--- config.mk ---
export PLATFORM = sky130hd
export DESIGN_NAME = as_cell
export DESIGN_NICKNAME = d
export VERILOG_FILES = /design/src/as_pkg.sv /design/src/as_cell.sv
export SDC_FILE = /design/constraint.sdc
export NUM_CORES = 1
export LEC_CHECK = 0
export BUFFER_PORTS_ARGS = -buffer_cell sky130_fd_sc_hd__buf_2
export CORE_ASPECT_RATIO = 0.8
export CORE_MARGIN = 5
export CORE_UTILIZATION = 41
export DETAILED_ROUTE_END_ITERATION = 16
export PLACE_DENSITY = 0.84
export SLEW_MARGIN = 0
export SYNTH_ARGS = -nofsm -noshare
export SYNTH_HDL_FRONTEND = slang
export SYNTH_SLANG_ARGS = --single-unit
--- constraint.sdc ---
create_clock -name clk -period 4.3 [get_ports clk]
set_input_delay 0.43 -clock clk [delete_from_list [all_inputs] [get_ports clk]]
set_output_delay 0.43 -clock clk [all_outputs]
set_load 0.01 [all_outputs]
--- src/as_pkg.sv ---
// as_pkg: shared types and constants for the array_sorter block
// key, request and result structs, state encoding and cell control
// no dependencies
package as_pkg;

  localparam int CAPACITY_DEF = 64;
  localparam int KEY_W        = 32;

  typedef logic signed [KEY_W-1:0] key_t;

  typedef struct packed {
    key_t key;
    logic set_end;
  } in_t;

  typedef struct packed {
    key_t sorted_key;
    logic final_res;
    logic overflowed;
  } out_t;

  typedef enum logic {
    ST_COLLECT,
    ST_DRAIN
  } state_t;

  // control broadcast to every cell of the chain
  typedef struct packed {
    logic insert;
    logic shift_out;
  } cell_ctl_t;

endpackage

--- src/as_cell.sv ---
// as_cell: one slot of the insertion sort chain
// holds one key and its valid bit, inserts or shifts toward cell 0
// depends on as_pkg
module as_cell (
  input  logic              clk,
  input  logic              rst_n,
  input  as_pkg::cell_ctl_t ctl,
  input  as_pkg::key_t      new_key,
  input  logic              prev_lt,
  input  as_pkg::key_t      prev_key,
  input  logic              prev_valid,
  input  as_pkg::key_t      next_key,
  input  logic              next_valid,
  output logic              lt,
  output as_pkg::key_t      key,
  output logic              valid
);
  import as_pkg::*;

  key_t key_r, key_nxt;
  logic valid_r, valid_nxt;

  // new key goes before this entry (an empty slot counts as larger)
  assign lt = !valid_r || (new_key < key_r);

  always_comb begin
    key_nxt   = key_r;
    valid_nxt = valid_r;
    if (ctl.shift_out) begin
      key_nxt   = next_key;
      valid_nxt = next_valid;
    end else if (ctl.insert && lt) begin
      // left neighbor also moves right: take its entry, else the new key lands here
      if (prev_lt) begin
        key_nxt   = prev_key;
        valid_nxt = prev_valid;
      end else begin
        key_nxt   = new_key;
        valid_nxt = 1'b1;
      end
    end
  end

  always_ff @(posedge clk) begin
    if (!rst_n) begin
      valid_r <= 1'b0;
    end else begin
      valid_r <= valid_nxt;
    end
  end

  always_ff @(posedge clk) begin
    key_r <= key_nxt;
  end

  assign key   = key_r;
  assign valid = valid_r;

endmodule

### Yosys cells after proc, flatten, opt, wreduce, memory -nomap -nowiden

Index checks and enable logic that the tools add are counted.

* add/sub/neg operators: 0
* multiply operators: 0
* divide/modulo/power cells: 0
* order comparisons: 1
* equality and inequality tests: 0
* shift operators: 0
* mux-type cells: 6
* bitwise logic cells: 0
* reductions and logical operators: 4

Operator list (count)
* 32-bit two-way mux: 3
* 32-bit < comparator: 1
* 1-bit two-way mux: 3
* 2-bit nonzero test: 1
* 1-bit logical AND: 1
* 1-bit zero test: 1
* 1-bit logical OR: 1

* register bits after elaboration: 33
* bits in latches: 0
* bits in writable memories: 0
* ROM bits: 0
* input bits: 103
* output and inout port bits: 34
* word-level logic and storage cells: 13
* memories: 0

### Longest topological paths before layout

Gate-level depths: netlist of the first run.

* depth in word-level cells: 5
* depth in mapped cells: 8
* depth with buffers taken out: 8

### Least setup slack after synthesis of the first run

OpenSTA, ideal clock, no wires.

* path kind: reg-to-reg
* start: register key_r[7] (netlist: key[7])
* end: register key_r[0] (netlist: key[0]) (enable)
* setup time: 480 ps
* arrival time: 4104 ps
* required time: 3820 ps
* setup slack: -284 ps
* stages on the path, launching flop included: 9
* buffers on the path: 0
* clock period less this slack: 4584 ps
* cell sequence: edfxtp_1 -> inv_1 -> ha_1 -> and3_1 -> a221oi_1 -> o31ai_1 -> a22oi_2 -> o22ai_1 -> a311oi_1

* cells in the longest elaborated chain, start to end: 4

Ends and longest elaborated chain
* from (decl): line as_cell.sv:20 `key_t key_r, key_nxt;`
* from (signal assigned): line as_cell.sv:53 `key_r <= key_nxt;`
* 32-bit < comparator: line as_cell.sv:24 `assign lt = !valid_r || (new_key < key_r);`
* 1-bit logical OR: line as_cell.sv:24
* 1-bit logical AND: line as_cell.sv:32 `end else if (ctl.insert && lt) begin`
* 2-bit nonzero test (no line)

Every way passes these cells.
A chain may end at the register's enable or synchronous reset.

### Worst setup path in the final report of the first run

* start: register key_r[31] (netlist: key[31])
* end: output lt

* cells in the longest elaborated chain, start to end: 2

Ends and longest elaborated chain
* 32-bit < comparator: line as_cell.sv:24
* 1-bit logical OR: line as_cell.sv:24
* to (decl): line as_cell.sv:14 `output logic lt,`

Every way passes these cells.

==> results of run 1 <==
==> power groups by stage <==
stage	sequential [uW]	clock, uW	combinational, uW
floorplan	456	0	178
detailed placement	437	0	346
global placement	434	0	330
CTS	430	227	347
global route	435	239	385
finish	430	221	341
==> metal layers <==
metal | track usage (%) | wire [um]
met1 | 20.0 | 2880
met3 | 5.41 | 533
met5 | 0 | 0
met2 | 32.0 | 3510
met4 | 3.68 | 39
==> state kept, by name (all words and copies together), names as in the netlist <==
register  cells
key          32
valid         1
==> worst min-delay path, cell delays in order <==
cell and delay [ns]:
buf_2 0.07, nand2_1 0.04, o21ai_0 0.05
==> synthesized netlist by cell type, types with 2 or more instances <==
cell,instances
a21oi_1,11
and2_1,2
buf_2,3
clkbuf_1,8
edfxtp_1,32
ha_1,31
inv_1,32
mux2i_1,33
nand2_1,43
nand2b_1,2
nand4_1,4
nor2_1,4
nor3_1,2
o21a_1,3
o21ai_0,35
o22ai_1,2
==> final cells by class <==
| type | count | area share [%] |
|---|---|---|
| inverters | 32 | 3.51 |
| repair buffers | 138 | 20.3 |
| well taps | 81 | 2.96 |
| multi-input cells | 193 | 42.2 |
| flip-flops and latches | 33 | 28.7 |
| clock inverters | 3 | 0.366 |
| clock buffers | 5 | 2.01 |
==> placed cells by master, fill, tap and decap left out, types with 2 or more instances in the layout <==
master and instances:
nand2b_1 2, and2_1 2, mux2i_1 33, ha_1 31, buf_2 136, o21a_1 3
o21ai_0 35, clkinv_1 2, nand2_1 43, nor2_1 4, nor3_1 2, inv_1 32
a21oi_1 11, edfxtp_1 32, nand4_1 4, buf_4 2, clkbuf_8 5, o22ai_1 2
==> worst paths after layout <==
| path | depth (start not counted) | slack (ns) | end | from |
|---|---|---|---|---|
| worst max-delay path | 9 | 1.49 | lt | key[31]$_DFFE_PP_ |
| worst min-delay path | 3 | 0.43 | key[4]$_DFFE_PP_ | next_key[4] |
| worst max register to register | 9 | 1.63 | key[12]$_DFFE_PP_ | key[31]$_DFFE_PP_ |
| worst min register to register | 3 | 0.73 | valid$_SDFFE_PN0P_ | valid$_SDFFE_PN0P_ |
==> logic make-up (layout without fill, tap and decap cells) <==
family | Yosys count | after routing
buffers and inverters | 43 | 178
DFF | 33 | 33
and+or+nand+nor | 65 | 65
AOI/OAI and AO/OA | 64 | 64
adders and majority gates | 31 | 31
muxes | 33 | 33
==> through the flow <==
stage               std cells  hold slack (ns)  total power (uW)  setup WS (ns)  instance area (um^2)
detailed placement        477            0.702               782           1.50                  3340
CTS                       485            0.419              1000           1.45                  3420
global route              485            0.430              1060           1.35                  3420
finish                    485            0.428               991           1.49                  3420
global placement          477            0.680               763           1.58                  3340
floorplan                 269            0.617               635          0.815                  2580
==> results, run 1 <==
- The pin slew with the least headroom to its limit is approximately 0.98 ns.
- The total power density per cell area is a little under 300 nW/um^2.
- Measured along the y axis, the die boundary spans 80.8 um.
- The detail-routed via count per cell is 4.93.
- After global routing the overflow that remains totals 0.
- The number of rows in the core area is 25.
- The worst slew slack as a fraction of its limit is around 34%.
- Compared with the post-synthesis result, the final layout area differs by 33.1%.
- Setup violations remaining at the end of the flow were counted as 0.
- For this run, the slowest stage of the critical path takes roughly 0.45 ns.
- The flow ran to the end, and the final reports show no timing, DRC or antenna violations.
- The iteration count of the initial detailed-routing pass is 4.
- The smallest clock period supported by the final layout is computed as roughly 2.8 ns.
- The number of hold buffers added after CTS was 0.
- Among cell families on the critical path, the largest total delay comes from simple AND/OR/NAND/NOR gates.
- The min-delay analysis places its worst path in the category in2reg.
- The area enclosed by the die boundary is about 8000 um^2.
- The total setup buffers inserted after CTS is 0.
- The startpoint-to-endpoint class of the critical path is reg2out.
- The longest clock path from root to sink contains 2 buffers.
- In this run, post-CTS repair resized a total of 0 instances.
- The number of global-route vias before repair is around 2500.
- The routed wirelength normalized by instance count is 14.4 um.
- The share of total power dissipated in the clock network is 22.3%.
- The internal power of the cells is 669 uW.
- Setup repair after global routing left no endpoint under its margin.
- The fill cell instance count of the final layout is 556.
- The clock arrives with 0.00631 ns of skew.
- The total routing usage reported by global routing is 17.3%.
- The initial antenna violation count is 0.
- The total number of vias is roughly 2400.
- Multiplexer cells account for 12.8% of the synthesized area.
- In the final layout, the multi-input gates occupy roughly 1400 um^2.
- The timing-limited maximum frequency is ~360 MHz.
- During synthesis, Yosys emitted a total of 0 warnings.
- The element type at the critical path end is an output pin.
- The clock buffer count from CTS is 5.
- After routing, the total negative slack on setup checks comes to 0 ns.
- The largest area contributor in the synthesized netlist is edfxtp_1.
- The switching power as a share of total power is 32.5%.
- After legalization and detailed placement, the total HPWL measured 5.83 mm.
- The placeable core region is 6010 um^2.
- The unique cell type count in the Yosys netlist is 38.
- The part of the Yosys area used for sequential elements is between 30% and 40%.
- Ranked by total cell area, the synthesized netlist is headed by edfxtp_1, ha_1, mux2i_1, o21ai_0, nand2_1.
- Summed over all nets, the switching power comes to 322 uW.
- Clock tree synthesis selected as its root buffer the cell clkbuf_8.
- The share of the clock period used by the worst path is between 60% and 70%.
- Counting flops with an async set or reset pin after synthesis yields a share of 0%.
- The synthesized-area fraction occupied by adder cells is 15.1%.
- The number of nets in the layout is 537.
- The total count of max-transition violations in the final report is 0.
- After synthesis the netlist holds a flip-flop and latch count of 33.
- Max-cap violations in this run came to 0.
- Along the worst path, the maximum fanout reaches 7.
- The data required time of the worst path is 3.87 ns.
- The starting density of the core is 42.8%.
- Traced cell by cell, the critical path runs through inv_1, ha_1, nand4_4, nor4_4, and2_1, a22oi_2, nor2b_4, mux2i_1, buf_2.
- The largest individual stage delay along the critical path comes from the cell ha_1.
- The die is 98.5 um wide.
- Entering global routing, the biggest net connects 68 pins.
- The number of routed nets with antenna violations is 0.
- 0 antenna diodes ended up in the layout.
- The post-route netlist has 37.4% of its cells at a drive strength greater than 1.
- The maximum ir drop on the vdd rail is between 0.15 and 0.2 mV.
- Sequential cells account for approximately 43% of the total power.
- Summed over its instances, the top area cell type makes up between 30% and 40% of the synthesized netlist area.
- The area of the mapped netlist is 2570 um^2.
- TritonCTS built the clock tree.
- The simple-gate share of the synthesized area is 12.7%.
- The largest family of logic cells by synthesized area is adder cells.
- The initial DRC count is roughly 50.
- The kind of start point of the critical path is a flop.
- At the worst endpoint, the arrival time is 2.38 ns.
- The synthesized area divided by synthesized cell count is approximately 9.6 um^2.
- The count of unresolved DRC violations after routing is 0.
- In this run, the combinational gates consume about a third of the power.
- Counting flops with a built-in enable in the synthesized netlist gives 32.
- The top-level port count is between 100 and 150.
- The leakage power is 0.00177 uW.
- The first global-routing pass estimated between 10 and 15 mm of wire.
- The clock latency at the later pin of the worst-skew pair is between 0.2 and 0.3 ns.
- The detailed-route wire length is 6.97 mm.
- Cells fill 57.0% of the core in the end.
- The synthesized netlist devotes 14.8% of its cell area to compound gates.
- The clock transition time at the flip-flop clock pins of the worst setup and hold paths is 0.07 ns.
- At the end of routability-driven placement, the weighted congestion stood at 0.807.
- The number of buffers inserted by port buffering is 136.
- Synthesis produced a netlist whose cell count is ~270.
- The most used flip-flop cell after synthesis is edfxtp_1.
- Counting both buffers and inverters, the worst setup path holds a total of 2.
- The tree built by TritonCTS fans out to 33 sinks.
- Summing all flip-flop and latch instances after layout gives 981 um^2.
- The post-synthesis net count is 403.
- The XOR/XNOR share of the synthesized area is 0%.
- The number of levels the H-tree was split into is 2.
- The number of hold violations in the final report came to 0.
(Power assumes the default switching activity.)
==> run 2, diff against run 1 <==
clock period = 2.3 ns   (was 4.3 ns; I/O delays follow)
==> results, run 2 (synthesis results as in run 1) <==
- The number of buffers inserted by port buffering is 136 (unchanged).
- The fill cell instance count of the final layout is 527 (-5.2%).
- In this run the worst hold path is classified as in2reg.
- The pin slew with the least headroom to its limit came to 0.447 ns (-0.537 ns).
- The top-level port count was 137 (unchanged).
- The number of flip-flops in the largest register came to 32 (unchanged).
- The total count of max-transition violations in the final report is 0 (unchanged).
- The detailed-route wire length came to 7.35 mm (+5.4%).
- The placeable core region was 6010 um^2 (unchanged).
- The number of routed nets with antenna violations came to 0 (unchanged).
- The number of hold violations in the final report is 0 (unchanged).
- The critical-path maximum fanout is 2 (-5).
- The CTS sink count is 33 (unchanged).
- The area of placed instances is 3540 um^2 (+6.1%).
- The clock latency at the later pin of the worst-skew pair is 0.28 ns (about the same).
- The number of rows in the core area is 25 (unchanged).
- The number of levels the H-tree was split into is 2 (unchanged).
- The maximum number of pins on one net before global-route repair is 35 (-49%).
- The total power density per cell area is 558 nW/um^2 (+93%).
- The internal power of the cells is 1460 uW (+120%).
- The final HPWL from detailed placement came to 6.11 mm (+4.8%).
- The count of unresolved DRC violations after routing is 0 (unchanged).
- The routed wirelength normalized by instance count is 14.3 um (-0.13%).
- The post-route clock skew is 0.00780 ns (+0.00149 ns).
- STA classifies the critical path endpoint as an output pin.
- The critical path in this run is classified as reg2out.
- The clock buffer count from CTS is 5 (unchanged).
- The maximum buffer depth of the clock tree is 2 (unchanged).
- The reported max-cap violation count is 0 (unchanged).
- The die span in y is 80.8 um (unchanged).
- The number of global-route vias before repair is 2662 (+5.9%).
- The proportion of layout cells with a drive suffix above 1 was 44.1% (+6.7 points).
- For this design, the slowest cell found on the critical path is edfxtp_1.
- The final non-filler cell area is 3760 um^2 (+10%).
- The clock transition time at the flip-flop clock pins of the worst setup and hold paths was 0.07 ns (about the same).
- The overflow left after global routing was 0 (unchanged).
- In the layout the commonest cells are buf_2, nand2_1, o21ai_0, mux2i_1, edfxtp_1.
- The die boundary width is 98.5 um (unchanged).
- The area enclosed by the die boundary was 7960 um^2 (unchanged).
- The leakage power is 0.00193 uW (+8.5%).
- For the finished layout, the period the worst path requires is 2.62 ns.
- The largest delay contributor family on the critical path is compound AO/OA/AOI/OAI gates.
- The clock root buffer is clkbuf_8.
- Setup repair after global routing could not meet its margin everywhere.
- Walking the worst path, the cells encountered are inv_1, ha_4, a21o_1, a221oi_4, o31ai_2, a22oi_2, buf_4, nor2b_4, mux2i_1, buf_2.
- The switching power as a share of total power is 30.6% (-1.9 points).
- The initial antenna violation count is 0 (unchanged).
- The final number of setup-violating endpoints came to 33 (+33).
- The initial DRC count came to 84 (+65%).
- The portion of total power attributed to the clock network is 25.5% (+3.2 points).
- The number of nets in the layout is 564 (+5.0%).
- The detail-routed via count per cell is 4.92 (-0.21%).
- The share of the core filled with cells in the final layout came to 62.7% (+5.7 points).
- The data arrival time of the worst path came to 2.39 ns (about the same).
- The starting density of the core is 42.8% (unchanged).
- The most common cell after layout, fill and taps aside is buf_2.
- The flow ran to the end, but the final reports show violations.
- TritonCTS built the clock tree.
- The final weighted congestion in routability-driven placement is 0.792 (-1.8%).
- The worst setup path is launched from a flop.
- The worst slew slack as a fraction of its limit is 70.2% (+36 points).
- Timing would allow up to 382 MHz.
- The combined buffer and inverter count along the critical path is 3 (+1).
- The share of the clock period used by the worst path is 114%.
- The post-route worst hold slack is 0.224 ns (-0.204 ns).
- The wire length of the first global-routing pass is 12.0 mm (+8.0%).
- From synthesis to final layout, the design area changed by 46.4%.
- The final worst setup slack is -0.317 ns (-1.81 ns).
- The iteration count of the initial detailed-routing pass was 4 (unchanged).
- The count of antenna diodes in the layout is 0 (unchanged).
- The logic gate share of total power is 36.4% (+2.0 points).
- The final reports fail on setup timing.
- The post-placement setup slack is -0.248 ns (-1.75 ns).
- The maximum ir drop on the vdd rail is 0.369 mV (+130%).
- The data required time of the worst path came to 2.07 ns (-1.80 ns).
- The sequential power share is 38.1% (-5.2 points).
- The worst stage delay on the critical path is 0.40 ns (-0.05 ns).
- The overall power consumption is 2100 uW (+110%).
- The total number of vias came to 2521 (+5.3%).
- The switching power of the nets is 644 uW (+100%).
- The total routing usage reported by global routing is 18.7% (+1.4 points).
-- run 2: per-layer routing --
| layer | vias to the layer above | wire length [um] | part of all wire (%) | GRT usage, % |
|---|---|---|---|---|
| li1 | 1291 | - | - | - |
| met1 | 1126 | 3050 | 42 | 22.0 |
| met2 | 90 | 3670 | 50 | 33.6 |
| met3 | 14 | 489 | 6.7 | 4.89 |
| met4 | 0 | 133 | 1.8 | 6.00 |
| met5 | - | 0 | 0 | 0 |
-- run 2: path summary, 6_finish.rpt --
path / startpoint / end / slack, ns / depth (start not counted)
max reg2reg: key[6]$_DFFE_PP_ / key[26]$_DFFE_PP_ / -0.26 / 11
min: next_key[23] / key[23]$_DFFE_PP_ / 0.22 / 3
max: key[6]$_DFFE_PP_ / lt / -0.32 / 10
min reg2reg: valid$_SDFFE_PN0P_ / valid$_SDFFE_PN0P_ / 0.70 / 3
-- run 2: repair_timing --
| item | 4_1_cts | 5_1_grt |
|---|---|---|
| setup endpoints to repair | 33 | 33 |
| resized for setup | 10 | 1 |
| hold buffers | 0 | 0 |
| cloned | 1 | 0 |
| pin swaps | 4 | 6 |
| buffers inserted | 3 | 4 |
-- run 2: power groups by stage --
stage	Combinational, uW	Clock, uW	Sequential, uW
2_1_floorplan	361	0	853
3_3_place_gp	687	0	809
3_5_place_dp	716	0	815
4_1_cts	756	554	802
5_1_grt	854	571	814
6_report	765	535	801
-- run 2: final cells by class --
type / instances / area, um^2 / share of cell area, %
tap: 81 / 101 / 2.69
clock buffer: 6 / 72.6 / 1.93
multi-input combinational: 193 / 1530 / 40.7
timing repair buffer: 165 / 922 / 24.5
sequential: 33 / 981 / 26.1
clock inverter: 2 / 33.8 / 0.897
inverter: 32 / 120 / 3.19
-- run 2: per-stage QoR --
step           cells  setup TNS, ns
2_1_floorplan    269         -18.60
3_3_place_gp     496          -3.15
3_5_place_dp     496          -7.12
4_1_cts          508          -8.65
5_1_grt          512         -12.29
6_report         512          -7.71
-- run 2: worst min-delay path: cells and delay by family --
kind,cells,cell delay (ns)
compound gates,1,0.05
buf+inv,1,0.08
simple gates,1,0.04
